--- config.mk ---
export PLATFORM = sky130hd
export DESIGN_NAME = unsigned_dec_hex_text_parser
export DESIGN_NICKNAME = d
export VERILOG_FILES = /design/src/rtl/udhp_pkg.sv /design/src/rtl/unsigned_dec_hex_text_parser.sv /design/src/rtl/udhp_char_decode.sv /design/src/rtl/udhp_accum.sv
export VERILOG_INCLUDE_DIRS = /design/src /design/src/rtl
export SDC_FILE = /design/constraint.sdc
export NUM_CORES = 1
export LEC_CHECK = 0
export BUFFER_PORTS_ARGS = -buffer_cell sky130_fd_sc_hd__buf_2
export CAP_MARGIN = 10
export CORE_ASPECT_RATIO = 1.75
export CORE_MARGIN = 5
export CORE_UTILIZATION = 54
export CTS_BUF_LIST = sky130_fd_sc_hd__clkbuf_8 sky130_fd_sc_hd__clkbuf_16
export CTS_CLUSTER_DIAMETER = 30
export DETAILED_ROUTE_END_ITERATION = 7
export HOLD_SLACK_MARGIN = 0.08
export PLACE_DENSITY = 0.79
export RECOVER_POWER = 50
export REMOVE_ABC_BUFFERS = 1
export SKIP_LAST_GASP = 1
export SYNTH_ARGS = -nofsm -noshare
export SYNTH_HDL_FRONTEND = slang
export SYNTH_SLANG_ARGS = --single-unit
--- constraint.sdc ---
create_clock -name clk_i -period 4.75 [get_ports clk_i]
set_input_delay 0.7125 -clock clk_i [delete_from_list [all_inputs] [get_ports clk_i]]
set_output_delay 0.7125 -clock clk_i [all_outputs]
set_load 0.05 [all_outputs]
--- src/rtl/unsigned_dec_hex_text_parser_macros.svh ---
// ----------------------------------------------------------------------------
// Assertion macros for the unsigned decimal / hexadecimal text parser
// Concurrent checks sampled on clk_i and disabled while rst_ni is low.
// ----------------------------------------------------------------------------
`ifndef UNSIGNED_DEC_HEX_TEXT_PARSER_MACROS_SVH
`define UNSIGNED_DEC_HEX_TEXT_PARSER_MACROS_SVH

// The consequent must hold in the same cycle as the antecedent.
`define UDHP_ASSERT_SAME(label, ante, cons, msg) \
  label: assert property (@(posedge clk_i) disable iff (!rst_ni) \
    (ante) |-> (cons)) else $error(msg);

// The consequent must hold in the cycle after the antecedent.
`define UDHP_ASSERT_NEXT(label, ante, cons, msg) \
  label: assert property (@(posedge clk_i) disable iff (!rst_ni) \
    (ante) |=> (cons)) else $error(msg);

`endif

--- src/rtl/udhp_pkg.sv ---
// ----------------------------------------------------------------------------
// udhp_pkg
// Shared constants and types of the unsigned decimal / hexadecimal parser.
// ----------------------------------------------------------------------------
package udhp_pkg;

  // Default accumulator width.
  localparam int unsigned VALUE_BITS_DEF = 32;

  // Width of one text byte and of the result value field.
  localparam int unsigned CHAR_W  = 8;
  localparam int unsigned OUT_W   = 32;

  // Stream data widths, padded to whole bytes.
  localparam int unsigned IN_TDATA_W  = 8;
  localparam int unsigned OUT_TDATA_W = 40;

  // Classification of one text byte.
  typedef struct packed {
    logic       is_term;   // zero byte
    logic       is_space;  // codes 9 to 13 and 32
    logic       is_zero;   // character '0'
    logic       is_x;      // character 'x' or 'X'
    logic       dec_ok;    // decimal digit
    logic       hex_ok;    // hexadecimal digit of either case
    logic [3:0] digit;     // digit value when dec_ok or hex_ok
  } char_class_t;

endpackage

--- src/rtl/unsigned_dec_hex_text_parser.sv ---
// ----------------------------------------------------------------------------
// unsigned_dec_hex_text_parser
// Parses a zero-terminated text byte stream into an unsigned value.
// ----------------------------------------------------------------------------
// Throughput: one text byte per cycle unless a terminator faces a full result
//   register; the accumulator closes its loop through a shift-and-add multiply
//   by 10 or 16. Result path: a terminator byte passes the input register,
//   then the result register.
// Reset: valid flags clear and the parser returns to the whitespace phase
//   with a zero accumulator and no error.
`include "unsigned_dec_hex_text_parser_macros.svh"

module unsigned_dec_hex_text_parser #(
  parameter int unsigned VALUE_BITS = udhp_pkg::VALUE_BITS_DEF
) (
  input  logic                                clk_i,
  input  logic                                rst_ni,
  // tdata: [7:0] char_code
  input  logic [udhp_pkg::IN_TDATA_W-1:0]     s_axis_tdata_i,
  input  logic                                s_axis_tvalid_i,
  output logic                                s_axis_tready_o,
  // tdata: [31:0] value, [32] error, [39:33] zero
  output logic [udhp_pkg::OUT_TDATA_W-1:0]    m_axis_tdata_o,
  output logic                                m_axis_tvalid_o,
  input  logic                                m_axis_tready_i
);

  logic                                  in_valid_q;
  logic [udhp_pkg::CHAR_W-1:0]           in_char_q;
  udhp_pkg::char_class_t                 cls;
  logic                                  out_free;
  logic                                  fire;
  logic                                  load_out;
  logic                                  in_xfer;
  logic [VALUE_BITS-1:0]                 acc;
  logic                                  err;
  logic                                  out_valid_q;
  logic [udhp_pkg::OUT_TDATA_W-1:0]      out_data_q;

  // Handshake: a held byte advances unless it is a terminator facing a full
  // result register.
  assign out_free        = !out_valid_q || m_axis_tready_i;
  assign fire            = in_valid_q && (!cls.is_term || out_free);
  assign load_out        = fire && cls.is_term;
  assign s_axis_tready_o = !in_valid_q || fire;
  assign in_xfer         = s_axis_tvalid_i && s_axis_tready_o;

  // Input register.
  always_ff @(posedge clk_i or negedge rst_ni) begin
    if (!rst_ni) begin
      in_valid_q <= 1'b0;
    end else if (s_axis_tready_o) begin
      in_valid_q <= s_axis_tvalid_i;
    end
  end

  always_ff @(posedge clk_i) begin
    if (in_xfer) begin
      in_char_q <= s_axis_tdata_i[udhp_pkg::CHAR_W-1:0];
    end
  end

  // Byte classification.
  udhp_char_decode u_decode (
    .char_i (in_char_q),
    .cls_o  (cls)
  );

  // Parse state and accumulator.
  udhp_accum #(
    .VALUE_BITS (VALUE_BITS)
  ) u_accum (
    .clk_i  (clk_i),
    .rst_ni (rst_ni),
    .step_i (fire),
    .cls_i  (cls),
    .acc_o  (acc),
    .err_o  (err)
  );

  // Result register.
  always_ff @(posedge clk_i or negedge rst_ni) begin
    if (!rst_ni) begin
      out_valid_q <= 1'b0;
    end else if (load_out) begin
      out_valid_q <= 1'b1;
    end else if (m_axis_tready_i) begin
      out_valid_q <= 1'b0;
    end
  end

  always_ff @(posedge clk_i) begin
    if (load_out) begin
      out_data_q <= {7'd0, err, udhp_pkg::OUT_W'(acc)};
    end
  end

  assign m_axis_tdata_o  = out_data_q;
  assign m_axis_tvalid_o = out_valid_q;

  // Checks on the parser control.
  `UDHP_ASSERT_NEXT(a_term_gives_result, load_out, out_valid_q, "terminator lost its result")
  `UDHP_ASSERT_SAME(a_no_overwrite, out_valid_q && !m_axis_tready_i, !load_out, "result overwritten")
  `UDHP_ASSERT_NEXT(a_state_cleared, load_out, (acc == '0) && !err, "state not cleared")
  `UDHP_ASSERT_NEXT(a_input_drains, fire && !in_xfer, !in_valid_q, "input byte repeated")

endmodule

--- src/rtl/udhp_char_decode.sv ---
// ----------------------------------------------------------------------------
// udhp_char_decode
// Classifies one text byte and gives its digit value.
// ----------------------------------------------------------------------------
module udhp_char_decode (
  input  logic [udhp_pkg::CHAR_W-1:0] char_i,
  output udhp_pkg::char_class_t       cls_o
);

  logic is_num;
  logic is_lower;
  logic is_upper;

  // Range checks for the digit groups.
  assign is_num   = (char_i >= 8'h30) && (char_i <= 8'h39);
  assign is_lower = (char_i >= 8'h61) && (char_i <= 8'h66);
  assign is_upper = (char_i >= 8'h41) && (char_i <= 8'h46);

  // Build the class flags and the digit value.
  always_comb begin
    cls_o.is_term  = (char_i == 8'h00);
    cls_o.is_space = (char_i == 8'h20) || ((char_i >= 8'h09) && (char_i <= 8'h0d));
    cls_o.is_zero  = (char_i == 8'h30);
    cls_o.is_x     = (char_i == 8'h78) || (char_i == 8'h58);
    cls_o.dec_ok   = is_num;
    cls_o.hex_ok   = is_num || is_lower || is_upper;
    if (is_num) begin
      cls_o.digit = 4'(char_i - 8'h30);
    end else if (is_lower) begin
      cls_o.digit = 4'(char_i - 8'h57);
    end else if (is_upper) begin
      cls_o.digit = 4'(char_i - 8'h37);
    end else begin
      cls_o.digit = 4'd0;
    end
  end

endmodule

--- src/rtl/udhp_accum.sv ---
// ----------------------------------------------------------------------------
// udhp_accum
// Parse state, digit accumulator and error flag, updated once per byte.
// ----------------------------------------------------------------------------
module udhp_accum #(
  parameter int unsigned VALUE_BITS = udhp_pkg::VALUE_BITS_DEF
) (
  input  logic                   clk_i,
  input  logic                   rst_ni,
  input  logic                   step_i,
  input  udhp_pkg::char_class_t  cls_i,
  output logic [VALUE_BITS-1:0]  acc_o,
  output logic                   err_o
);

  localparam logic [2:0] PH_SPACE = 3'd0;
  localparam logic [2:0] PH_ZERO  = 3'd1;
  localparam logic [2:0] PH_DEC   = 3'd2;
  localparam logic [2:0] PH_HEX   = 3'd3;
  localparam logic [2:0] PH_SKIP  = 3'd4;

  localparam int unsigned EXT_W = VALUE_BITS + 4;

  logic [2:0]            phase_q, phase_d;
  logic [VALUE_BITS-1:0] acc_q, acc_d;
  logic                  err_q, err_d;

  logic [EXT_W-1:0]      acc_ext;
  logic [EXT_W-1:0]      prod10;
  logic [EXT_W-1:0]      prod16;
  logic                  ovf10;
  logic                  ovf16;

  // Multiply-accumulate by shift and add; the top four bits flag overflow.
  assign acc_ext = {4'd0, acc_q};
  assign prod10  = (acc_ext << 3) + (acc_ext << 1) + EXT_W'(cls_i.digit);
  assign prod16  = (acc_ext << 4) + EXT_W'(cls_i.digit);
  assign ovf10   = |prod10[EXT_W-1:VALUE_BITS];
  assign ovf16   = |prod16[EXT_W-1:VALUE_BITS];

  // Next-state logic for one byte.
  always_comb begin
    phase_d = phase_q;
    acc_d   = acc_q;
    err_d   = err_q;
    if (step_i) begin
      if (cls_i.is_term) begin
        phase_d = PH_SPACE;
        acc_d   = '0;
        err_d   = 1'b0;
      end else begin
        case (phase_q)
          PH_SPACE, PH_ZERO, PH_DEC: begin
            if ((phase_q == PH_SPACE) && cls_i.is_space) begin
              phase_d = PH_SPACE;
            end else if ((phase_q == PH_SPACE) && cls_i.is_zero) begin
              phase_d = PH_ZERO;
            end else if ((phase_q == PH_ZERO) && cls_i.is_x) begin
              phase_d = PH_HEX;
            end else if (cls_i.dec_ok) begin
              phase_d = PH_DEC;
              acc_d   = prod10[VALUE_BITS-1:0];
              err_d   = err_q | ovf10;
            end else begin
              phase_d = PH_SKIP;
              err_d   = 1'b1;
            end
          end
          PH_HEX: begin
            if (cls_i.hex_ok) begin
              acc_d = prod16[VALUE_BITS-1:0];
              err_d = err_q | ovf16;
            end else begin
              phase_d = PH_SKIP;
              err_d   = 1'b1;
            end
          end
          default: begin
            phase_d = PH_SKIP;
          end
        endcase
      end
    end
  end

  // State registers.
  always_ff @(posedge clk_i or negedge rst_ni) begin
    if (!rst_ni) begin
      phase_q <= PH_SPACE;
      acc_q   <= '0;
      err_q   <= 1'b0;
    end else begin
      phase_q <= phase_d;
      acc_q   <= acc_d;
      err_q   <= err_d;
    end
  end

  assign acc_o = acc_q;
  assign err_o = err_q;

endmodule

==> summary.txt <==
Logic synthesis
  • Adder-cell share of the synthesized area: 16.0%
  • Largest family of logic cells by synthesized area: compound AO/OA/AOI/OAI gates
  • Top-count cell post-synth: ha_1
  • Synth area leaders: edfxtp_1, dfrtp_1, ha_1, a21oi_1, o21ai_0
  • Post-Syn Instances: 563
  • Commonest register cell after synthesis: edfxtp_1
  • Syn Area/Cell: 9.73 sq um
  • Top cells by count, synth: ha_1, nand2_1, a21oi_1, o21ai_0, edfxtp_1
  • Synth top area share: 22.5%
  • Post-Synth XOR/XNOR Area: 4.48%
  • Leading area contributor after synthesis: edfxtp_1
  • Simple-Gate Fraction of Synth Area: 12.9%
  • Yosys Warn Count: 0
  • Post-Syn Area: 0.00548 sq mm
  • Sequential area share after synthesis: 39.8%
  • Mux cell area share after synthesis: 1.12%
  • Yosys cell types: 62
  • Async SR Flop Fraction: 48.1%
  • Yosys reg bits: 79
  • Post-synth EDFFs: 41
  • Compound-Gate Fraction of Synth Area: 21.8%

Place
  • Dpl hpwl: 10200 microns
  • RePlAce Congestion: 0.958
  • Placed Area: 0.00586 sq mm
  • Cell Count Post-Placement: 723
  • Port bufs: 46

Hold path
  • Worst hold path endpoint: m_axis_tvalid_o$_DFFE_PN0P_
  • Hold Path Class: flop to flop
  • Worst Hold Path Cells: 2
  • Hold path startpoint: in_valid_q$_DFFE_PN0N_

GRT
  • Largest net degree at the start of global routing: 55
  • Gr usage total: 23.6%
  • Vias in the first global route: 4879
  • Initial antenna violation count: 0
  • Grt total ovfl: 0
  • Global-route wire length before repair: 22800 microns

Setup path
  • CP Max Fanout: 5
  • R2R setup slack: 0.24 ns
  • Crit Path Class: flop to flop
  • CP Launch Type: flop
  • Crit path DAT: 4.74 ns
  • Worst reg2reg path depth: 19
  • CP endpoint kind: flop
  • Worst r2r src: in_char_q[0]$_DFFE_PP_
  • Reg2reg end: u_accum.err_o$_DFFE_PN0P_
  • CP required: 4.98 ns

Timing
  • RSZ-0062 raised after global routing: no
  • Hold WS: 0.518 ns
  • Final hold vios: 0
  • Tmin final: 4.51 ns
  • Setup TNS Final: 0 ns
  • Worst Tran Pin Value: 2.27 ns
  • FMAX: 222 MHz
  • Slew headroom: -51.5%
  • Clk_skew: 0.00637 ns
  • Final setup viols: 0
  • Final period utilization: 94.9%
  • Final Max Tran Viols: 39

CTS
  • Hold-fix buffer count after cts: 0
  • CTS max path bufs: 2
  • Htree depth: 3
  • Clock Latency Late Sink: 0.34 ns
  • # clock sinks: 79
  • Clk pin slew, worst setup/hold paths: 0.06 ns
  • CTS buffer count: 9
  • CTS tree: yes
  • Root buffer cell: clkbuf_16

Final layout
  • Reg area: 0.00218 sq mm
  • Fin util: 62.7%
  • Final instance area: 0.00622 sq mm
  • Synth-to-layout area growth: 13.5%
  • Final #Nets: 694
  • Diodes inserted: 0
  • Share of layout cells above drive strength 1: 13.4%
  • Fillers: 830
  • Non-Filler Instances: 743
  • Multi-input logic area: 0.00320 sq mm

Drt
  • Detailed Route Iter0 Violations: 336
  • Via density: 6.22
  • Wire per inst: 18.3 microns
  • Final antenna-violating net count: 0
  • DR DRC count: 0
  • DRT Pass-1 Iters: 5
  • Via count: 4624
  • Routed WL: 13600 microns

Pwr
  • Worst vdd ir: 0.227 mV
  • Leakage: 0.00280 uW
  • PwrDens: 274 mW/mm^2

Floorplan
  • I/O Pins: 54
  • Die Span Y: 143 microns
  • Row count: 48
  • Die ar.: 0.0123 sq mm
  • Initial Util: 55.3%
  • Chip Width: 86.1 microns
  • Core area: 0.00991 sq mm

Status
  • Failing checks: capacitance limit, slew limit
  • Outcome: finished, violations left

Flow run
  • Max Cap Viol: 1
## per-layer routing
layer / routed length [microns] / up-vias / global-route usage (%)
met5: 0 / - / 0
met4: 586 / 0 / 11.8
met3: 569 / 57 / 3.98
met2: 7550 / 152 / 46.0
met1: 4890 / 2237 / 23.0
li1: - / 2178 / -
## metrics by stage
step	total power, uW	worst slack [ns]
after global routing	1780	0.00887
after detailed placement	1040	-0.140
after global placement	1030	0.111
after CTS	1710	0.0296
final	1700	0.242
after floorplan	964	-0.116
## cells in the final DEF (no fill, tap or decap), types with 3 or more instances in the layout
cell type / netlist / final
xor2_1: 14 / 14
ha_1: 67 / 65
nand3_1: 10 / 10
inv_1: 20 / 19
a211oi_1: 5 / 5
buf_4: 7 / 12
o31ai_1: 11 / 11
nand2_1: 55 / 55
edfxtp_1: 41 / 41
o21ai_0: 50 / 47
conb_1: 1 / 7
dfrtp_1: 38 / 38
clkbuf_1: 10 / 18
or4_1: 4 / 4
a31o_2: 4 / 4
nand2b_1: 9 / 9
a22o_1: 9 / 9
nor3_1: 6 / 6
clkbuf_16: 0 / 9
o21a_1: 3 / 3
nor2b_1: 6 / 6
o21ai_1: 5 / 6
and3_1: 3 / 3
a21oi_1: 54 / 54
nor2_1: 40 / 38
a31oi_1: 9 / 9
buf_2: 3 / 28
clkinv_2: 0 / 3
xnor2_1: 14 / 14
a21o_1: 7 / 7
mux2i_1: 5 / 5
nand4_1: 5 / 5
## area by class of cell
cell class | instances | area share [%]
tap | 125 | 2.52
clock inverter | 7 | 1.03
timing repair buffer | 59 | 5.11
multi-input combinational | 444 | 51.4
inverter | 20 | 1.21
clock buffer | 9 | 3.62
sequential | 79 | 35.1
## state kept, by name, summed over array words and instances, names as in the netlist
register	count
in_char_q	8
u_accum.err_o	1
m_axis_tdata_o	33
u_accum.acc_o	32
u_accum.phase_q	3
m_axis_tvalid_o	1
in_valid_q	1
## timing repair
item	4_1_cts	5_1_grt
resized for setup	3	12
buffers inserted	2	2
pin swaps	2	6
setup endpoints to repair	3	10
## critical path: stages (launching register included)
cell and delay (ns):
edfxtp_1 0.42, inv_1 0.11, ha_2 0.22, nor2_1 0.06, o21ai_1 0.15, and4_4 0.27, o21ai_0 0.10, o21ai_1 0.12
ha_1 0.27, ha_1 0.24, fa_2 0.38, a211o_1 0.36, a2111oi_4 0.39, a211oi_4 0.11, o31ai_4 0.38, o211a_1 0.22
o21bai_1 0.09, a21oi_2 0.16, xnor2_1 0.08, o31a_1 0.27
## worst max path at each step
| stage | startpoint | to | cells past startpoint |
|---|---|---|---|
| finish | in_char_q[0]$_DFFE_PP_ | u_accum.err_o$_DFFE_PN0P_ | 19 |
| global route | in_char_q[7]$_DFFE_PP_ | u_accum.acc_o[28]$_DFFE_PN0P_ | 16 |
| CTS | in_char_q[0]$_DFFE_PP_ | u_accum.acc_o[28]$_DFFE_PN0P_ | 19 |
| detailed placement | in_char_q[7]$_DFFE_PP_ | u_accum.acc_o[28]$_DFFE_PN0P_ | 16 |
| global placement | in_char_q[7]$_DFFE_PP_ | u_accum.acc_o[28]$_DFFE_PN0P_ | 16 |
| floorplan | in_char_q[0]$_DFFE_PP_ | u_accum.acc_o[22]$_DFFE_PN0P_ | 9 |
## cells by family after synthesis
kind of cell / count (synthesis)
adder cells (fa/ha/maj): 69
multiplexers: 6
other: 1
buffers and inverters: 46
flip-flops: 79
XOR/XNOR: 28
AO/OA/AOI/OAI: 183
AND/OR/NAND/NOR: 151
## power by group
part / leakage, uW / switching, uW / internal [uW] / total [uW]
Combinational: 0.00175 / 155 / 101 / 256
Sequential: 0.000920 / 32.3 / 744 / 776
Clock: 0.000139 / 270 / 402 / 671
Total: 0.00280 / 457 / 1250 / 1700
Power figures use the tool's default switching activity.
